[src/rqss_pkg.sv]
// shared types and codes for the ready queue block
package rqss_pkg;

    typedef enum logic [2:0] {
        KIND_ADD  = 3'd0,
        KIND_POLL = 3'd1,
        KIND_PEEK = 3'd2,
        KIND_FIND = 3'd3,
        KIND_SET  = 3'd4
    } kind_t;

    typedef enum logic [1:0] {
        ST_OK   = 2'd0,
        ST_FULL = 2'd1,
        ST_NONE = 2'd2
    } status_t;

    typedef enum logic [2:0] {
        S_IDLE,
        S_RD,
        S_CHK,
        S_SH_RD,
        S_SH_WR,
        S_DONE
    } state_t;

    localparam int PID_W = 16;
    localparam int SLOT_W = 4;
    localparam int OCC_W = 5;

endpackage

[src/rqss_ram.sv]
// generic single-port-write ram with registered read
module rqss_ram #(
    parameter int WIDTH = 17,
    parameter int DEPTH = 16
) (
    input  logic                     clk,
    input  logic                     we,
    input  logic [$clog2(DEPTH)-1:0] waddr,
    input  logic [WIDTH-1:0]         wdata,
    input  logic [$clog2(DEPTH)-1:0] raddr,
    output logic [WIDTH-1:0]         rdata
);

    logic [WIDTH-1:0] mem [DEPTH];

    always_ff @(posedge clk)
    begin
        if (we)
        begin
            mem[waddr] <= wdata;
        end
        rdata <= mem[raddr];
    end

endmodule

[src/ready_queue_skip_sleeping_top.sv]
// ready queue with skip of sleeping entries, top level
//  channel | signals                                   | dir
//  in      | in_valid in_ready kind proc_id asleep_in  | in
//          | skip_asleep slot                          |
//  out     | out_valid out_ready status proc_id_out    | out
//          | asleep_out occupancy                      |
// add writes at the tail; peek reads the given slot; find, set and poll
// scan in order through read and check states, poll then moves each entry
// behind the removed one forward, all bound by the single entry ram port
// reset clears the count and the handshake; no clearing pass is needed
// a result waits in the output register while the next item is accepted
module ready_queue_skip_sleeping_top #(
    parameter int DEPTH = 16
) (
    input  logic                 clk,
    input  logic                 rst_n,
    input  logic                 in_valid,
    output logic                 in_ready,
    input  logic [2:0]           kind,
    input  logic [15:0]          proc_id,
    input  logic                 asleep_in,
    input  logic                 skip_asleep,
    input  logic [3:0]           slot,
    output logic                 out_valid,
    input  logic                 out_ready,
    output logic [1:0]           status,
    output logic [15:0]          proc_id_out,
    output logic                 asleep_out,
    output logic [4:0]           occupancy
);
    import rqss_pkg::*;

    localparam int AW = $clog2(DEPTH);
    localparam int CW = $clog2(DEPTH + 1);
    localparam int XW = (CW > SLOT_W) ? CW : SLOT_W;

    state_t              state_reg, state_next;
    logic [AW-1:0]       idx_reg, idx_next;
    logic [CW-1:0]       count_reg, count_next;
    kind_t               kind_reg, kind_next;
    logic [PID_W-1:0]    pid_reg, pid_next;
    logic                asleep_reg, asleep_next;
    logic                skip_reg, skip_next;
    status_t             res_status_reg, res_status_next;
    logic [PID_W-1:0]    res_pid_reg, res_pid_next;
    logic                res_asleep_reg, res_asleep_next;
    logic                out_valid_reg, out_valid_next;
    logic [1:0]          status_reg, status_next;
    logic [PID_W-1:0]    pid_out_reg, pid_out_next;
    logic                asleep_out_reg, asleep_out_next;
    logic [OCC_W-1:0]    occ_reg, occ_next;

    logic                mem_we;
    logic [AW-1:0]       mem_waddr;
    logic [PID_W:0]      mem_wdata;
    logic [AW-1:0]       mem_raddr;
    logic [PID_W:0]      mem_rdata;
    logic                rd_asleep;
    logic [PID_W-1:0]    rd_pid;
    logic                hit;
    logic                last;

    rqss_ram #(
        .WIDTH (PID_W + 1),
        .DEPTH (DEPTH)
    ) u_ram (
        .clk   (clk),
        .we    (mem_we),
        .waddr (mem_waddr),
        .wdata (mem_wdata),
        .raddr (mem_raddr),
        .rdata (mem_rdata)
    );

    assign rd_asleep = mem_rdata[PID_W];
    assign rd_pid = mem_rdata[PID_W-1:0];
    assign last = ((CW'(idx_reg) + CW'(1)) >= count_reg);

    always_comb
    begin
        case (kind_reg)
            KIND_POLL: hit = !skip_reg || !rd_asleep;
            KIND_PEEK: hit = 1'b1;
            default:   hit = (rd_pid == pid_reg);
        endcase
    end

    always_ff @(posedge clk or negedge rst_n)
    begin
        if (!rst_n)
        begin
            state_reg <= S_IDLE;
            count_reg <= '0;
            out_valid_reg <= 1'b0;
        end
        else
        begin
            state_reg <= state_next;
            count_reg <= count_next;
            out_valid_reg <= out_valid_next;
        end
    end

    always_ff @(posedge clk)
    begin
        idx_reg <= idx_next;
        kind_reg <= kind_next;
        pid_reg <= pid_next;
        asleep_reg <= asleep_next;
        skip_reg <= skip_next;
        res_status_reg <= res_status_next;
        res_pid_reg <= res_pid_next;
        res_asleep_reg <= res_asleep_next;
        status_reg <= status_next;
        pid_out_reg <= pid_out_next;
        asleep_out_reg <= asleep_out_next;
        occ_reg <= occ_next;
    end

    always_comb
    begin
        state_next = state_reg;
        idx_next = idx_reg;
        count_next = count_reg;
        kind_next = kind_reg;
        pid_next = pid_reg;
        asleep_next = asleep_reg;
        skip_next = skip_reg;
        res_status_next = res_status_reg;
        res_pid_next = res_pid_reg;
        res_asleep_next = res_asleep_reg;
        out_valid_next = out_valid_reg && !out_ready;
        status_next = status_reg;
        pid_out_next = pid_out_reg;
        asleep_out_next = asleep_out_reg;
        occ_next = occ_reg;
        mem_we = 1'b0;
        mem_waddr = idx_reg;
        mem_wdata = {asleep_reg, pid_reg};
        mem_raddr = idx_reg;
        in_ready = 1'b0;

        unique case (state_reg)
            S_IDLE:
            begin
                in_ready = 1'b1;
                if (in_valid)
                begin
                    kind_next = kind_t'(kind);
                    pid_next = proc_id;
                    asleep_next = asleep_in;
                    skip_next = skip_asleep;
                    res_status_next = ST_NONE;
                    res_pid_next = '0;
                    res_asleep_next = 1'b0;
                    idx_next = '0;
                    state_next = S_DONE;
                    unique case (kind) inside
                        KIND_ADD:
                        begin
                            if (count_reg == CW'(DEPTH))
                            begin
                                res_status_next = ST_FULL;
                            end
                            else
                            begin
                                mem_we = 1'b1;
                                mem_waddr = AW'(count_reg);
                                mem_wdata = {asleep_in, proc_id};
                                count_next = count_reg + CW'(1);
                                res_status_next = ST_OK;
                            end
                        end
                        KIND_POLL, KIND_FIND, KIND_SET:
                        begin
                            if (count_reg != '0)
                            begin
                                state_next = S_RD;
                            end
                        end
                        KIND_PEEK:
                        begin
                            if (XW'(slot) < XW'(count_reg))
                            begin
                                idx_next = AW'(slot);
                                state_next = S_RD;
                            end
                        end
                        default:
                        begin
                            res_status_next = ST_NONE;
                        end
                    endcase
                end
            end
            S_RD:
            begin
                state_next = S_CHK;
            end
            S_CHK:
            begin
                if (hit)
                begin
                    res_status_next = ST_OK;
                    res_pid_next = rd_pid;
                    res_asleep_next = rd_asleep;
                    state_next = S_DONE;
                    if (kind_reg == KIND_SET)
                    begin
                        mem_we = 1'b1;
                        mem_wdata = {asleep_reg, rd_pid};
                        res_asleep_next = asleep_reg;
                    end
                    if (kind_reg == KIND_POLL)
                    begin
                        state_next = S_SH_RD;
                    end
                end
                else if (last)
                begin
                    state_next = S_DONE;
                end
                else
                begin
                    idx_next = idx_reg + AW'(1);
                    state_next = S_RD;
                end
            end
            S_SH_RD:
            begin
                if (last)
                begin
                    count_next = count_reg - CW'(1);
                    state_next = S_DONE;
                end
                else
                begin
                    mem_raddr = idx_reg + AW'(1);
                    state_next = S_SH_WR;
                end
            end
            S_SH_WR:
            begin
                mem_we = 1'b1;
                mem_wdata = mem_rdata;
                idx_next = idx_reg + AW'(1);
                state_next = S_SH_RD;
            end
            S_DONE:
            begin
                if (!out_valid_reg || out_ready)
                begin
                    out_valid_next = 1'b1;
                    status_next = res_status_reg;
                    pid_out_next = res_pid_reg;
                    asleep_out_next = res_asleep_reg;
                    occ_next = OCC_W'(count_reg);
                    state_next = S_IDLE;
                end
            end
            default:
            begin
                state_next = S_IDLE;
            end
        endcase
    end

    assign out_valid = out_valid_reg;
    assign status = status_reg;
    assign proc_id_out = pid_out_reg;
    assign asleep_out = asleep_out_reg;
    assign occupancy = occ_reg;

endmodule

[config.mk]
export PLATFORM = sky130hd
export DESIGN_NAME = ready_queue_skip_sleeping_top
export DESIGN_NICKNAME = d
export VERILOG_FILES = /design/src/rqss_pkg.sv /design/src/rqss_ram.sv /design/src/ready_queue_skip_sleeping_top.sv
export SDC_FILE = /design/constraint.sdc
export NUM_CORES = 1
export LEC_CHECK = 0
export BUFFER_PORTS_ARGS = -buffer_cell sky130_fd_sc_hd__buf_4
export CORE_MARGIN = 4
export CORE_UTILIZATION = 40
export CTS_CLUSTER_SIZE = 30
export DETAILED_ROUTE_END_ITERATION = 16
export PLACE_DENSITY_LB_ADDON = 0.12
export SLEW_MARGIN = 15
export SYNTH_ARGS = -nofsm -noshare
export SYNTH_HDL_FRONTEND = slang
export SYNTH_HIERARCHICAL = 1
export SYNTH_SLANG_ARGS = --single-unit
[constraint.sdc]
create_clock -name clk -period 14.5 [get_ports clk]
set_input_delay 2.9 -clock clk [delete_from_list [all_inputs] [get_ports clk]]
set_output_delay 2.9 -clock clk [all_outputs]
set_load 0.01 [all_outputs]
==> flow_summary.html, run 1 <==
<table>
<tr><th>Metric</th><th>Value</th></tr>
<tr><th colspan="2">Die</th></tr>
<tr><td>Height of the die</td><td>201 um</td></tr>
<tr><td>Die outline width</td><td>201 um</td></tr>
<tr><td>Initial cell density of the core</td><td>40.5%</td></tr>
<tr><td>Count of standard-cell rows</td><td>70</td></tr>
<tr><td>Core Region</td><td>36600 um^2</td></tr>
<tr><td>Die area</td><td>40300 um^2</td></tr>
<tr><td>Top Ports</td><td>55</td></tr>
<tr><th colspan="2">Route</th></tr>
<tr><td>DRC errors left</td><td>0</td></tr>
<tr><td>Via density per instance</td><td>5.59</td></tr>
<tr><td>Count of nets left with antenna violations after detail routing</td><td>0</td></tr>
<tr><td>Iteration-0 DRC count of the detailed router</td><td>496</td></tr>
<tr><td>Average detailed-routed wire length per instance</td><td>24.2 um</td></tr>
<tr><td>Detailed-router iteration count before antenna repair</td><td>4</td></tr>
<tr><td>Vias after detailed routing</td><td>7744</td></tr>
<tr><td>Routed wire length</td><td>33.6 mm</td></tr>
<tr><th colspan="2">Synthesis</th></tr>
<tr><td>Synth warn</td><td>6</td></tr>
<tr><td>Top_reg_cell synth</td><td>edfxtp_1</td></tr>
<tr><td>Post-synthesis instance area</td><td>14800 um^2</td></tr>
<tr><td>Library cells used by synthesis</td><td>59</td></tr>
<tr><td>Biggest area contributors in the synthesized netlist</td><td>edfxtp_1 69%, mux4_2 9.9%, dfxtp_1 2.3%, a22oi_1 1.8%, nand2_1 1.7%</td></tr>
<tr><td>Number of instances in the synthesized netlist</td><td>819</td></tr>
<tr><td>Synthesized Nets</td><td>861</td></tr>
<tr><td>Sequential fraction of the synthesis area</td><td>72.6%</td></tr>
<tr><td>Area share of the largest cell type after synthesis</td><td>68.8%</td></tr>
<tr><td>Number of synthesized flops with an enable pin</td><td>340</td></tr>
<tr><td>Yosys reg bits</td><td>366</td></tr>
<tr><td>Top cell type by total area after synthesis</td><td>edfxtp_1</td></tr>
<tr><td>Most instantiated cells after synthesis</td><td>340 x edfxtp_1, 67 x nand2_1, 65 x mux4_2, 35 x a22oi_1, 32 x nor2_1</td></tr>
<tr><td>Most frequent cell after synthesis</td><td>edfxtp_1</td></tr>
<tr><td>Syn avg cell area</td><td>18.1 um^2</td></tr>
<tr><td>Asr flop ratio synth</td><td>2.46%</td></tr>
<tr><th colspan="2">Clocking</th></tr>
<tr><td>Clk Latency, worst-skew pair</td><td>520 ps</td></tr>
<tr><td>Number of clock sinks</td><td>366</td></tr>
<tr><td>CTS clock-pin slew for the worst setup and hold paths</td><td>60 ps</td></tr>
<tr><td>Post-CTS Setup Inserts</td><td>0</td></tr>
<tr><td>CTS root buffer</td><td>clkbuf_16</td></tr>
<tr><td>Deepest clock path buffer count</td><td>3</td></tr>
<tr><td>Hold buffers post-CTS</td><td>0</td></tr>
<tr><td>Number of H-tree levels</td><td>2</td></tr>
<tr><td>Cells resized by post-CTS repair</td><td>0</td></tr>
<tr><td>Inserted Clock Buffers</td><td>39</td></tr>
<tr><td>Clock tree from TritonCTS</td><td>done</td></tr>
<tr><th colspan="2">Power</th></tr>
<tr><td>Part of the power in combinational logic</td><td>36.5%</td></tr>
<tr><td>Net switching power</td><td>1410 uW</td></tr>
<tr><td>Total power per unit cell area</td><td>239 nW/um^2</td></tr>
<tr><td>Net switching share of the total power</td><td>34.6%</td></tr>
<tr><td>Sequential fraction of design power</td><td>39.7%</td></tr>
<tr><td>VDD IR max</td><td>109 uV</td></tr>
<tr><td>Cell internal power dissipation</td><td>2660 uW</td></tr>
<tr><td>Leakage dissipation</td><td>0.00577 uW</td></tr>
<tr><td>Relative contribution of the clock network to total power</td><td>23.8%</td></tr>
<tr><th colspan="2">Run status</th></tr>
<tr><td>Run status</td><td>finished, final reports clean</td></tr>
<tr><th colspan="2">Setup path</th></tr>
<tr><td>Critical-path cell with the highest stage delay</td><td>nor2_2</td></tr>
<tr><td>Critical path startpoint category</td><td>input pin</td></tr>
<tr><td>Crit path cell chain</td><td>buf_4 -&gt; nor3_1 -&gt; and2_2 -&gt; and2_4 -&gt; nor2_1 -&gt; nand2_1 -&gt; nand3b_1 -&gt; nor2_2</td></tr>
<tr><td>Flop-to-flop setup slack</td><td>9220 ps</td></tr>
<tr><td>Critical register-to-register path endpoint</td><td>u_ram/rdata[12]</td></tr>
<tr><td>Launching instance or port of the critical path</td><td>kind[2]</td></tr>
<tr><td>Instance count on the critical path</td><td>8</td></tr>
<tr><td>Kind of capture point of the worst setup path</td><td>register</td></tr>
<tr><td>Data arrival time at the worst-slack endpoint</td><td>5440 ps</td></tr>
<tr><td>Setup CP Type</td><td>input pin to register</td></tr>
<tr><td>Largest delay contributor family on the critical path</td><td>simple AND/OR/NAND/NOR gates</td></tr>
<tr><td>FF-to-FF Start</td><td>idx_reg[0]</td></tr>
<tr><td>Length in cells of the worst reg-to-reg path</td><td>13</td></tr>
<tr><td>Critical path destination</td><td>u_ram/mem[10][11]</td></tr>
<tr><td>Highest net fanout along the worst path</td><td>17</td></tr>
<tr><td>Buf+Inv Stages, Crit Path</td><td>1</td></tr>
<tr><td>CP required</td><td>14640 ps</td></tr>
<tr><td>Slowest cell delay on critical path</td><td>980 ps</td></tr>
<tr><th colspan="2">Run</th></tr>
<tr><td># Max-Cap Violations</td><td>0</td></tr>
<tr><th colspan="2">Layout</th></tr>
<tr><td>Total of fill cells in the finished design</td><td>3119</td></tr>
<tr><td>Nets@finish</td><td>929</td></tr>
<tr><td>Area growth from synthesis to final layout</td><td>14.8%</td></tr>
<tr><td>Antenna diodes</td><td>0</td></tr>
<tr><td>Multi-input combinational cell area</td><td>3890 um^2</td></tr>
<tr><td>Reg with most FFs</td><td>u_ram/mem</td></tr>
<tr><td>Final core utilization</td><td>46.5%</td></tr>
<tr><td>Number of flip-flops in the largest register</td><td>272</td></tr>
<tr><td>Fraction of final layout cells with drive strength greater than 1</td><td>24.2%</td></tr>
<tr><td>Leading registers by flop count</td><td>u_ram/mem (272), u_ram/rdata (17)</td></tr>
<tr><td>Register area</td><td>10800 um^2</td></tr>
<tr><th colspan="2">Global routing</th></tr>
<tr><td>Number of antenna violations at the first check in global routing</td><td>0</td></tr>
<tr><td>Global route overflow</td><td>0</td></tr>
<tr><td>Via count of the first global-routing pass</td><td>7762</td></tr>
<tr><td>Wire length of the first global-routing pass</td><td>50.7 mm</td></tr>
<tr><td>Global Route Usage Sum</td><td>16.4%</td></tr>
<tr><td>Largest net degree at the start of global routing</td><td>69</td></tr>
<tr><th colspan="2">STA</th></tr>
<tr><td>Tightest Pin Transition</td><td>1150 ps</td></tr>
<tr><td>Final Max Tran Viols</td><td>0</td></tr>
<tr><td>Post-Route Skew</td><td>11.8 ps</td></tr>
<tr><td>Final min period</td><td>5300 ps</td></tr>
<tr><td>Final setup TNS</td><td>0 ps</td></tr>
<tr><td>Final critical-path share of the clock period</td><td>36.5%</td></tr>
<tr><td>Final hold violation count</td><td>0</td></tr>
<tr><td>Rel. slew slack</td><td>23.5%</td></tr>
<tr><td># setup viols final</td><td>0</td></tr>
<tr><td>Setup repair after global routing missed its margin</td><td>no</td></tr>
<tr><td>Max Freq</td><td>189 MHz</td></tr>
<tr><th colspan="2">Place</th></tr>
<tr><td>Number of I/O port buffers</td><td>54</td></tr>
<tr><td>Routability congestion estimate from global placement</td><td>0.776</td></tr>
<tr><td>HPWL after detailed placement</td><td>22.4 mm</td></tr>
<tr><th colspan="2">Min path</th></tr>
<tr><td>Worst Hold Class</td><td>register to register</td></tr>
</table>
## logic make-up (layout without fill, tap and decap cells)
family,count (synthesis),in the layout,synth area share [%]
AO/OA/AOI/OAI,124,124,6.54
XOR/XNOR,30,30,1.77
flip-flops,366,366,72.6
multiplexers,73,73,10.7
adder cells (fa/ha/maj),13,13,1.15
buffers and inverters,48,146,1.70
AND/OR/NAND/NOR,165,165,5.50
## worst register-to-register path, stage by stage, from the launching register on
cell	delay (ps)
edfxtp_1	530
ha_1	320
xor2_1	230
ha_1	290
a21oi_1	110
o21ai_0	80
a31oi_1	610
nand2_1	270
xnor2_2	180
buf_4	530
buf_4	740
mux4_2	720
a22oi_1	390
nand2_1	140
## per-layer routing
layer	vias up	wire length, um	GRT usage [%]
met3	49	1580	2.68
met5	-	0	0
met1	4044	15400	23.9
met4	0	595	3.79
met2	202	16000	26.4
li1	3449	-	-
## how the worst min path moves through the flow
stage | startpoint | to | slack (ps) | cells after the start
2_1_floorplan | res_asleep_reg | asleep_out | 400 | 0
3_3_place_gp | res_pid_reg[7] | proc_id_out[7] | 400 | 0
3_5_place_dp | res_pid_reg[5] | proc_id_out[5] | 400 | 0
4_1_cts | res_pid_reg[14] | proc_id_out[14] | 420 | 0
5_1_grt | res_pid_reg[2] | proc_id_out[2] | 420 | 0
6_report | res_status_reg[1] | status[1] | 420 | 0
## power by group through the flow
stage | sequential (uW) | clock [uW] | combinational, uW
2_1_floorplan | 1590 | 0 | 1050
3_3_place_gp | 1630 | 0 | 1480
3_5_place_dp | 1640 | 0 | 1510
4_1_cts | 1620 | 997 | 1520
5_1_grt | 1630 | 1040 | 1630
6_report | 1620 | 968 | 1490
## stage by stage
| stage | cells | hold slack, ps | area [um^2] | total power [uW] | worst slack (ps) |
|---|---|---|---|---|---|
| floorplan | 819 | 400 | 14800 | 2640 | 7260 |
| global placement | 1314 | 400 | 15800 | 3110 | 8780 |
| detailed placement | 1314 | 405 | 15800 | 3150 | 8670 |
| CTS | 1385 | 416 | 17000 | 4130 | 9170 |
| global route | 1385 | 422 | 17000 | 4300 | 8830 |
| finish | 1385 | 419 | 17000 | 4070 | 9200 |
## cells in the final DEF (no fill, tap or decap), types with 10 or more instances in the layout
cell,count
a21oi_1,10
mux4_2,65
ha_1,12
a221o_1,19
and3_1,18
o22ai_1,16
nor2_2,13
buf_4,67
clkbuf_16,41
nor2_1,19
edfxtp_1,340
dfxtp_1,17
a22oi_1,35
nand2_1,67
xor2_1,20
## final cells by class
type / count / share of cell area (%)
flip-flops and latches: 366 / 63.2
multi-input cells: 405 / 22.8
clock buffers: 51 / 6.36
well taps: 468 / 3.44
repair buffers: 67 / 2.95
clock inverters: 20 / 0.991
inverters: 8 / 0.176
Note: power is estimated with default switching activity, not from simulation.
==> run 2, diff against run 1 <==
- clock period: 14.5 -> 5.5 ns (I/O delays scaled with it)
==> flow_summary.html, run 2 (synthesis gave the netlist of run 1 again) <==
<table>
<tr><th>Metric</th><th>Value</th></tr>
<tr><th colspan="2">Run</th></tr>
<tr><td># Max-Cap Violations</td><td>0</td></tr>
<tr><th colspan="2">Setup path</th></tr>
<tr><td>Crit path cell chain</td><td>ha_1 -&gt; xor2_1 -&gt; ha_1 -&gt; a21oi_1 -&gt; o21ai_0 -&gt; a31oi_1 -&gt; nand2_1 -&gt; xnor2_2 -&gt; buf_12 -&gt; mux4_2 -&gt; a22oi_1 -&gt; nand2_1</td></tr>
<tr><td>Length in cells of the worst reg-to-reg path</td><td>12</td></tr>
<tr><td>Kind of capture point of the worst setup path</td><td>register</td></tr>
<tr><td>Buf+Inv Stages, Crit Path</td><td>1</td></tr>
<tr><td>Setup CP Type</td><td>register to register</td></tr>
<tr><td>Instance count on the critical path</td><td>12</td></tr>
<tr><td>Slowest cell delay on critical path</td><td>750 ps</td></tr>
<tr><td>Data arrival time at the worst-slack endpoint</td><td>4920 ps</td></tr>
<tr><td>Largest delay contributor family on the critical path</td><td>compound AO/OA/AOI/OAI gates</td></tr>
<tr><td>Critical-path cell with the highest stage delay</td><td>xnor2_2</td></tr>
<tr><td>CP required</td><td>5920 ps</td></tr>
<tr><td>Highest net fanout along the worst path</td><td>22</td></tr>
<tr><td>Critical path startpoint category</td><td>register</td></tr>
<tr><th colspan="2">Die</th></tr>
<tr><td>Count of standard-cell rows</td><td>70</td></tr>
<tr><td>Die area</td><td>40300 um^2</td></tr>
<tr><td>Height of the die</td><td>201 um</td></tr>
<tr><td>Initial cell density of the core</td><td>40.5%</td></tr>
<tr><td>Top Ports</td><td>55</td></tr>
<tr><td>Die outline width</td><td>201 um</td></tr>
<tr><td>Core Region</td><td>36600 um^2</td></tr>
<tr><th colspan="2">Global routing</th></tr>
<tr><td>Global route overflow</td><td>0</td></tr>
<tr><td>Wire length of the first global-routing pass</td><td>53.6 mm</td></tr>
<tr><td>Largest net degree at the start of global routing</td><td>60</td></tr>
<tr><td>Via count of the first global-routing pass</td><td>8189</td></tr>
<tr><td>Global Route Usage Sum</td><td>17.7%</td></tr>
<tr><td>Number of antenna violations at the first check in global routing</td><td>0</td></tr>
<tr><th colspan="2">Clocking</th></tr>
<tr><td>CTS clock-pin slew for the worst setup and hold paths</td><td>60 ps</td></tr>
<tr><td>Deepest clock path buffer count</td><td>3</td></tr>
<tr><td>Inserted Clock Buffers</td><td>39</td></tr>
<tr><td>Number of H-tree levels</td><td>2</td></tr>
<tr><td>CTS root buffer</td><td>clkbuf_16</td></tr>
<tr><td>Post-CTS Setup Inserts</td><td>0</td></tr>
<tr><td>Cells resized by post-CTS repair</td><td>0</td></tr>
<tr><td>Number of clock sinks</td><td>366</td></tr>
<tr><td>Hold buffers post-CTS</td><td>0</td></tr>
<tr><td>Clock tree from TritonCTS</td><td>done</td></tr>
<tr><td>Clk Latency, worst-skew pair</td><td>540 ps</td></tr>
<tr><th colspan="2">Layout</th></tr>
<tr><td>Fraction of final layout cells with drive strength greater than 1</td><td>26.1%</td></tr>
<tr><td>Area growth from synthesis to final layout</td><td>16.5%</td></tr>
<tr><td>Commonest cells after routing, fill and taps aside</td><td>340 x edfxtp_1, 75 x buf_4, 67 x nand2_1, 65 x mux4_2, 40 x clkbuf_16</td></tr>
<tr><td>Reg with most FFs</td><td>u_ram/mem</td></tr>
<tr><td>Number of flip-flops in the largest register</td><td>272</td></tr>
<tr><td>Nets@finish</td><td>941</td></tr>
<tr><td>Final core utilization</td><td>47.2%</td></tr>
<tr><td>Leading registers by flop count</td><td>u_ram/mem (272), u_ram/rdata (17)</td></tr>
<tr><td>Most common library cell in the layout ignoring fill and taps</td><td>edfxtp_1</td></tr>
<tr><td>Antenna diodes</td><td>0</td></tr>
<tr><th colspan="2">STA</th></tr>
<tr><td>Final setup TNS</td><td>0 ps</td></tr>
<tr><td>Tightest Pin Transition</td><td>942 ps</td></tr>
<tr><td>Final hold violation count</td><td>0</td></tr>
<tr><td>Post-Route Skew</td><td>23.2 ps</td></tr>
<tr><td>Max Freq</td><td>222 MHz</td></tr>
<tr><td>Final Max Tran Viols</td><td>0</td></tr>
<tr><td>Rel. slew slack</td><td>37.2%</td></tr>
<tr><td>Setup repair after global routing missed its margin</td><td>no</td></tr>
<tr><td>Final min period</td><td>4510 ps</td></tr>
<tr><td>Final critical-path share of the clock period</td><td>82.0%</td></tr>
<tr><td># setup viols final</td><td>0</td></tr>
<tr><th colspan="2">Route</th></tr>
<tr><td>Count of nets left with antenna violations after detail routing</td><td>0</td></tr>
<tr><td>Via density per instance</td><td>5.64</td></tr>
<tr><td>Vias after detailed routing</td><td>7884</td></tr>
<tr><td>Routed wire length</td><td>35.8 mm</td></tr>
<tr><td>Iteration-0 DRC count of the detailed router</td><td>593</td></tr>
<tr><td>Average detailed-routed wire length per instance</td><td>25.6 um</td></tr>
<tr><td>Detailed-router iteration count before antenna repair</td><td>5</td></tr>
<tr><td>DRC errors left</td><td>0</td></tr>
<tr><th colspan="2">Power</th></tr>
<tr><td>Part of the power in combinational logic</td><td>35.3%</td></tr>
<tr><td>VDD IR max</td><td>272 uV</td></tr>
<tr><td>Relative contribution of the clock network to total power</td><td>25.1%</td></tr>
<tr><td>Total chip power</td><td>10800 uW</td></tr>
<tr><td>Sequential fraction of design power</td><td>39.6%</td></tr>
<tr><td>Net switching power</td><td>3590 uW</td></tr>
<tr><td>Cell internal power dissipation</td><td>7210 uW</td></tr>
<tr><td>Net switching share of the total power</td><td>33.2%</td></tr>
<tr><td>Leakage dissipation</td><td>0.00589 uW</td></tr>
<tr><td>Total power per unit cell area</td><td>624 nW/um^2</td></tr>
<tr><th colspan="2">Place</th></tr>
<tr><td>HPWL after detailed placement</td><td>21.4 mm</td></tr>
<tr><td>Routability congestion estimate from global placement</td><td>0.765</td></tr>
<tr><td>Number of I/O port buffers</td><td>54</td></tr>
<tr><th colspan="2">Run status</th></tr>
<tr><td>Run status</td><td>finished, final reports clean</td></tr>
<tr><th colspan="2">Min path</th></tr>
<tr><td>Worst Hold Class</td><td>input pin to async pin</td></tr>
</table>
## run 2: cell types whose count changed in the layout (fill, tap and decap cells not counted), sizes merged
| cell | previous run | this run |
|---|---|---|
| clkinv | 15 | 10 |
| inv | 8 | 11 |
| clkinvlp | 2 | 4 |
| buf | 67 | 79 |
| clkbuf | 51 | 50 |
| bufinv | 3 | 5 |
## run 2: path summary, 6_finish.rpt
| path | from | end | slack, ps |
|---|---|---|---|
| worst min-delay path | rst_n | state_reg[0] | 390 |
| worst max-delay path | idx_reg[0] | u_ram/rdata[11] | 990 |
| max in group asynchronous | rst_n | count_reg[4] | 4980 |
| worst max register to register | idx_reg[0] | u_ram/rdata[11] | 990 |
| min in group clk | res_pid_reg[13] | proc_id_out[13] | 420 |
| worst min register to register | res_pid_reg[13] | proc_id_out[13] | 420 |
## run 2: cell type report
class / instances / area, um^2
clock inverters: 22 / 269
inverters: 8 / 30.0
flip-flops and latches: 366 / 10800
multi-input cells: 405 / 3920
clock buffers: 50 / 1070
well taps: 468 / 586
fillers: 3094 / 19300
repair buffers: 79 / 643
## run 2: power by group through the flow
| stage | clock, uW | sequential (uW) | combinational (uW) |
|---|---|---|---|
| 2_1_floorplan | 0 | 4200 | 2770 |
| 3_3_place_gp | 0 | 4320 | 3730 |
| 3_5_place_dp | 0 | 4330 | 3870 |
| 4_1_cts | 2780 | 4270 | 3870 |
| 5_1_grt | 2900 | 4310 | 4190 |
| 6_report | 2710 | 4270 | 3810 |
## run 2: per-stage QoR
stage / std cells / cell area (um^2) / hold slack (ps) / setup slack [ps]
floorplan: 819 / 14800 / 400 / 56.7
finish: 1398 / 17300 / 386 / 992
global route: 1398 / 17300 / 373 / 677
global placement: 1326 / 16000 / 404 / 1110
CTS: 1398 / 17300 / 361 / 974
detailed placement: 1326 / 16000 / 405 / 1010
## run 2: worst reg2reg max path: cells and delay by family, from the launching register on
kind	cells	cell delay, ps
compound gates	4	1100
xor+xnor	2	920
fa+ha+maj	2	630
buf+inv	1	300
flops	1	530
mux	1	570
simple gates	2	350
## run 2: metal layers
| layer | share of wire (%) | vias to the layer above | track usage [%] |
|---|---|---|---|
| met5 | 0 | - | 0 |
| met4 | 2.2 | 0 | 4.67 |
| met3 | 5.8 | 58 | 3.31 |
| met2 | 48 | 256 | 28.6 |
| met1 | 44 | 4096 | 25.0 |
| li1 | - | 3474 | - |
